--- config.mk ---
export PLATFORM = sky130hd
export DESIGN_NAME = cdcs_silu
export DESIGN_NICKNAME = d
export VERILOG_FILES = /design/src/sv/cdcs_pkg.sv /design/src/sv/cdcs_silu.sv
export SDC_FILE = /design/constraint.sdc
export NUM_CORES = 2
export LEC_CHECK = 0
export BUFFER_PORTS_ARGS = -buffer_cell sky130_fd_sc_hd__buf_2
export CAP_MARGIN = 20
export CORE_ASPECT_RATIO = 1.2
export CORE_MARGIN = 4
export CORE_UTILIZATION = 58
export DETAILED_ROUTE_END_ITERATION = 8
export PLACE_DENSITY_LB_ADDON = 0.2
export SLEW_MARGIN = 15
export SYNTH_ARGS = -nofsm -noshare
export SYNTH_HDL_FRONTEND = slang
export SYNTH_SLANG_ARGS = --single-unit
--- constraint.sdc ---
create_clock -name aclk -period 16.6 [get_ports aclk]
set_clock_uncertainty 0.05 [all_clocks]
set_input_delay 1.66 -clock aclk [delete_from_list [all_inputs] [get_ports aclk]]
set_output_delay 1.66 -clock aclk [all_outputs]
set_load 0.02 [all_outputs]
--- src/sv/cdcs_pkg.sv ---
// shared constants, types and the sigmoid breakpoint table for the depthwise conv block
package cdcs_pkg;

    localparam int MAX_TAPS_DEF = 4;
    localparam int CHANNELS_DEF = 1024;
    localparam int LAYERS_DEF   = 4;

    localparam int DATA_W   = 16;
    localparam int CFG_W    = 3;
    localparam int TAPS_RST = 4;

    localparam logic [63:0] EXP_STEP = 64'd4034748382;
    localparam logic [16:0] SIG_ONE  = 17'd32768;

    localparam logic REQ_LOAD   = 1'b0;
    localparam logic REQ_SAMPLE = 1'b1;

    typedef logic [15:0] sig_table_t [256];

    // sigmoid(-8 + i/16) in unsigned q1.15, evaluated at elaboration
    function automatic sig_table_t build_sigmoid_table();
        sig_table_t  tbl;
        logic [63:0] p;
        logic [63:0] d;
        logic [63:0] s;
        logic [63:0] c;
        logic [63:0] num;
        logic [63:0] r;
        p = 64'd1 << 32;
        for (int k = 0; k <= 128; k++) begin
            d   = (64'd1 << 32) + p;
            num = (64'd1 << 47) + (d >> 1);
            // restoring division, one quotient bit per step
            s = '0;
            r = '0;
            for (int b = 47; b >= 0; b--) begin
                r = {r[62:0], num[b]};
                if (r >= d) begin
                    r    = r - d;
                    s[b] = 1'b1;
                end
            end
            c = 64'd32768 - s;
            if (k < 128) begin
                tbl[128 + k] = s[15:0];
            end
            if (k >= 1) begin
                tbl[128 - k] = c[15:0];
            end
            p = (p * EXP_STEP + (64'd1 << 31)) >> 32;
        end
        return tbl;
    endfunction

    localparam sig_table_t SIG_TABLE = build_sigmoid_table();

endpackage

--- src/sv/cdcs_silu.sv ---
// four-stage silu: table lookup, interpolation, product, rounding and saturation
module cdcs_silu #(
    parameter int XW = 24
) (
    input  logic                  aclk,
    input  logic                  aresetn,
    input  logic                  start,
    input  logic signed [XW-1:0]  x,
    output logic                  done,
    output logic signed [15:0]    y
);

    logic               v1_reg, v2_reg, v3_reg, v4_reg;
    logic               hi1_reg, lo1_reg, hi2_reg, lo2_reg, hi3_reg, lo3_reg;
    logic signed [16:0] x1_reg, x2_reg, x3_reg;
    logic [15:0]        tlo_reg;
    logic signed [17:0] diff_reg;
    logic [7:0]         f_reg;
    logic [16:0]        sig_reg;
    logic signed [34:0] prod_reg;
    logic signed [15:0] y_reg;

    logic               sat_hi, sat_lo;
    logic [15:0]        u;
    logic [7:0]         idx;
    logic [16:0]        t_lo, t_hi;
    logic signed [26:0] interp;
    logic signed [34:0] rnd;
    logic signed [19:0] ysh;
    logic signed [15:0] y_next;

    // in range exactly when the top bits all match the q4.12 sign bit
    assign sat_hi = !x[XW-1] && (x[XW-2:15] != '0);
    assign sat_lo = x[XW-1] && (x[XW-2:15] != '1);
    assign u      = {~x[15], x[14:0]};
    assign idx    = u[15:8];
    assign t_lo   = {1'b0, cdcs_pkg::SIG_TABLE[idx]};
    assign t_hi   = (idx == 8'hFF) ? cdcs_pkg::SIG_ONE
                                   : {1'b0, cdcs_pkg::SIG_TABLE[idx + 8'd1]};

    assign interp = $signed({3'b000, tlo_reg, 8'h00}) + diff_reg * $signed({1'b0, f_reg})
                  + 27'sd128;

    assign rnd = prod_reg + 35'sd16384;
    assign ysh = rnd[34:15];

    always_comb begin
        if (hi3_reg) begin
            y_next = 16'sh7FFF;
        end else if (lo3_reg) begin
            y_next = '0;
        end else if (ysh > 20'sd32767) begin
            y_next = 16'sh7FFF;
        end else if (ysh < -20'sd32768) begin
            y_next = 16'sh8000;
        end else begin
            y_next = ysh[15:0];
        end
    end

    always_ff @(posedge aclk) begin
        if (!aresetn) begin
            v1_reg <= 1'b0;
            v2_reg <= 1'b0;
            v3_reg <= 1'b0;
            v4_reg <= 1'b0;
        end else begin
            v1_reg <= start;
            v2_reg <= v1_reg;
            v3_reg <= v2_reg;
            v4_reg <= v3_reg;
        end
    end

    always_ff @(posedge aclk) begin
        if (start) begin
            hi1_reg  <= sat_hi;
            lo1_reg  <= sat_lo;
            x1_reg   <= x[16:0];
            tlo_reg  <= t_lo[15:0];
            diff_reg <= $signed({1'b0, t_hi}) - $signed({1'b0, t_lo});
            f_reg    <= u[7:0];
        end
        if (v1_reg) begin
            hi2_reg <= hi1_reg;
            lo2_reg <= lo1_reg;
            x2_reg  <= x1_reg;
            sig_reg <= interp[24:8];
        end
        if (v2_reg) begin
            hi3_reg  <= hi2_reg;
            lo3_reg  <= lo2_reg;
            x3_reg   <= x2_reg;
            prod_reg <= x2_reg * $signed({1'b0, sig_reg});
        end
        if (v3_reg) begin
            y_reg <= y_next;
        end
    end

    assign done = v4_reg;
    assign y    = y_reg;

endmodule

==> key figures <==
Timing
  – Fmax: 115 MHz
  – RSZ-0062 raised after global routing: false
  – Pins Over Slew Limit: 0
  – Max-slew headroom: 0.274
  – Fin. Hold Viols: 0
  – Minimum clock period: 8.68 ns
  – Post-route clock period utilization: 0.523
  – Final setup fails: 0
  – Least-Margin Pin Slew: around 1.1 ns
  – Setup slack after layout: 7.92 ns
  – Post-route setup TNS: 0 ns

Finish
  – Number of fill cells: between 4000 and 5000
  – Layout Cells excl Fill: 3712
  – Reg area: 3860 µm²
  – Final nets: 3679
  – Largest register FFs: 21
  – Synth-to-Final Area Change: 4.11%
  – Area of the multi-input gates: 20600 µm²
  – Design area: 28000 µm²
  – Share of layout cells above drive strength 1: 0.0524

Clocking
  – Maximum clock path buffer count: 2
  – Clk sinks: 130
  – Clk_lat worst skew: 0.43 ns
  – CTS buffer count: 17
  – H-Tree Level Count: 4
  – Root Driver: clkbuf_16
  – CTS Hold Bufs: 0
  – Post-CTS Resized: 0
  – Post-CTS Setup Bufs: 0
  – TritonCTS clock tree: yes
  – Clock slew at reported path FFs: 0.06 ns

Critical path
  – Reg2Reg Setup Slack: 9.22 ns
  – CP startpoint kind: input port
  – Worst-path cell chain: buf_2 -> buf_4 -> ha_1 -> inv_1 -> ha_4 -> buf_4 -> nand3_1 -> a21oi_1 -> a2111oi_0 -> o311ai_0 -> o21ai_0 -> a221oi_1 -> ha_1 -> inv_1 -> fa_1 -> a21o_1 -> a21oi_1 -> o21ai_0 -> a21oi_1 -> nor3_1 -> a31o_2 -> mux2_2 -> nor2_1
  – CP endpoint kind: register
  – Critical Path Slowest Stage Cell: ha_1
  – Arr. time, crit path: 8.92 ns
  – Worst path max stage delay: 0.85 ns
  – Crit Path Max Fanout: 71
  – Reg2reg path depth: 19
  – CP delay by family, top: compound AO/OA/AOI/OAI gates
  – Most Frequent Cell on Critical Path: a21oi_1
  – CP bufs+invs: 5
  – Worst r2r dst: prod_reg[32]
  – Req. time, crit path: about 17 ns
  – RR Startpoint: x2_reg[3]
  – WS Path Type: in2reg

Place
  – Area after DPL: 27400 µm²
  – Hpwl dp: 68.9 mm
  – Pre-CTS setup slack: about 7.7 ns
  – Placed cell count: 3676
  – Port buffer count: 43
  – Final Wtd Congestion: about 1.0

Outcome
  – Failing checks: design-rule violations
  – Status: finished, violations left

Die
  – Die Span X: 204 µm
  – Die Footprint: between 40000 and 50000 µm²
  – Row Count: 86
  – Initial core utilization: 0.586
  – Core box area: 45800 µm²
  – I/O pin total: 44
  – Die H: 244 µm

Logic synthesis
  – Synth Net Count: around 3800
  – Main synth FF type: edfxtp_1
  – Synth top area cells: fa_1 (26%), edfxtp_1 (14%), ha_1 (10%), inv_1 (6.1%), and2_1 (5.4%)
  – #FFs+latches synth: 130
  – Register area share after synthesis: 0.144
  – Synth top area share: 0.262
  – Synth Instances: 3184
  – Synth cell types: 86
  – Synthesized area: 26900 µm²
  – Most frequent cell after synthesis: inv_1
  – Leading area contributor after synthesis: fa_1
  – Asr flop ratio synth: 0
  – Post-synth EDFFs: approximately 130
  – Avg Inst Size Synth: 8.44 µm²
  – Synth top cells by count: inv_1 (440), nand2_1 (358), fa_1 (351)
  – Syn. warnings: 0

Routing
  – Drc violations: 2
  – Vias: 24375
  – DR iter-0 viols: 3309
  – Antenna Nets Post-Route: 0
  – Total detailed-routing wirelength: 92.2 mm
  – Routed vias/inst: 6.57
  – Drt first pass iters: 9
  – DR WL/cell: 24.8 µm

Global routing
  – Global-route wire length before repair: around 140 mm
  – Global Route Usage Sum: 0.370
  – Initial antenna violation count: 4
  – GR Overflow Total: 0
  – Vias in the first global route: 24767
  – Largest net degree at the start of global routing: 80

Hold path
  – Worst Hold End: x2_reg[16]
  – HP Start: x1_reg[16]
  – Worst hold path type: reg2reg
  – Hold depth: 0

Flow run
  – Maxcap violations: 0
==> layer usage <==
layer | share of wire | track usage | up-vias
met5 | 0 | 0 | -
met4 | 0.078 | 0.228 | 0
met3 | 0.077 | 0.0582 | 398
met2 | 0.48 | 0.619 | 1361
met1 | 0.36 | 0.449 | 12050
li1 | - | - | 10566
==> cell usage in the layout, fill, tap and decap left out, types with 20 or more instances in the layout <==
cell type	n
inv_1	440
nand2_1	357
fa_1	351
and2_1	232
ha_1	220
a21oi_1	202
nor2_1	188
o21ai_0	166
edfxtp_1	126
xnor2_1	49
nor3_1	47
a211oi_1	44
a31oi_1	43
buf_2	42
o211ai_1	41
nand3_1	39
buf_4	39
a21o_1	33
o22ai_1	26
o311ai_0	20
nand4_1	20
a221oi_1	20
xor2_1	20
==> stage by stage <==
| step | hold WS, ns | util |
|---|---|---|
| 3_3_place_gp | 0.351 | 0.597 |
| 3_5_place_dp | 0.360 | 0.597 |
| 2_1_floorplan | 0.350 | - |
| 6_report | 0.372 | 0.610 |
| 5_1_grt | 0.386 | 0.610 |
| 4_1_cts | 0.375 | 0.610 |
==> cell families after synthesis <==
| group | after synthesis | share of synthesized area |
|---|---|---|
| simple gates | 975 | 0.175 |
| buf+inv | 649 | 0.0935 |
| fa+ha+maj | 573 | 0.365 |
| xor+xnor | 77 | 0.0261 |
| compound gates | 755 | 0.183 |
| mux | 25 | 0.0138 |
| flops | 130 | 0.144 |
==> worst max-delay path by stage <==
stage | startpoint | end | slack, ns | cells past startpoint
after floorplan | x[10] | diff_reg[16] | 9.80 | 24
after global placement | x[9] | diff_reg[16] | 7.82 | 23
after detailed placement | x[9] | diff_reg[15] | 7.69 | 23
after CTS | x[9] | diff_reg[16] | 8.14 | 23
after global routing | x[9] | diff_reg[16] | 7.35 | 23
final | x[9] | diff_reg[16] | 7.92 | 23
==> layout make-up <==
type | instances | area share
multi-input cells | 2405 | 0.735
flip-flops and latches | 130 | 0.138
inverters | 444 | 0.0596
well taps | 616 | 0.0276
repair buffers | 82 | 0.0183
clock buffers | 20 | 0.0156
clock inverters | 12 | 0.00550
diodes | 3 | 0.000268
Power is not shown: default switching activity piles up to over one toggle a cycle in this logic, so the estimate is an artifact.
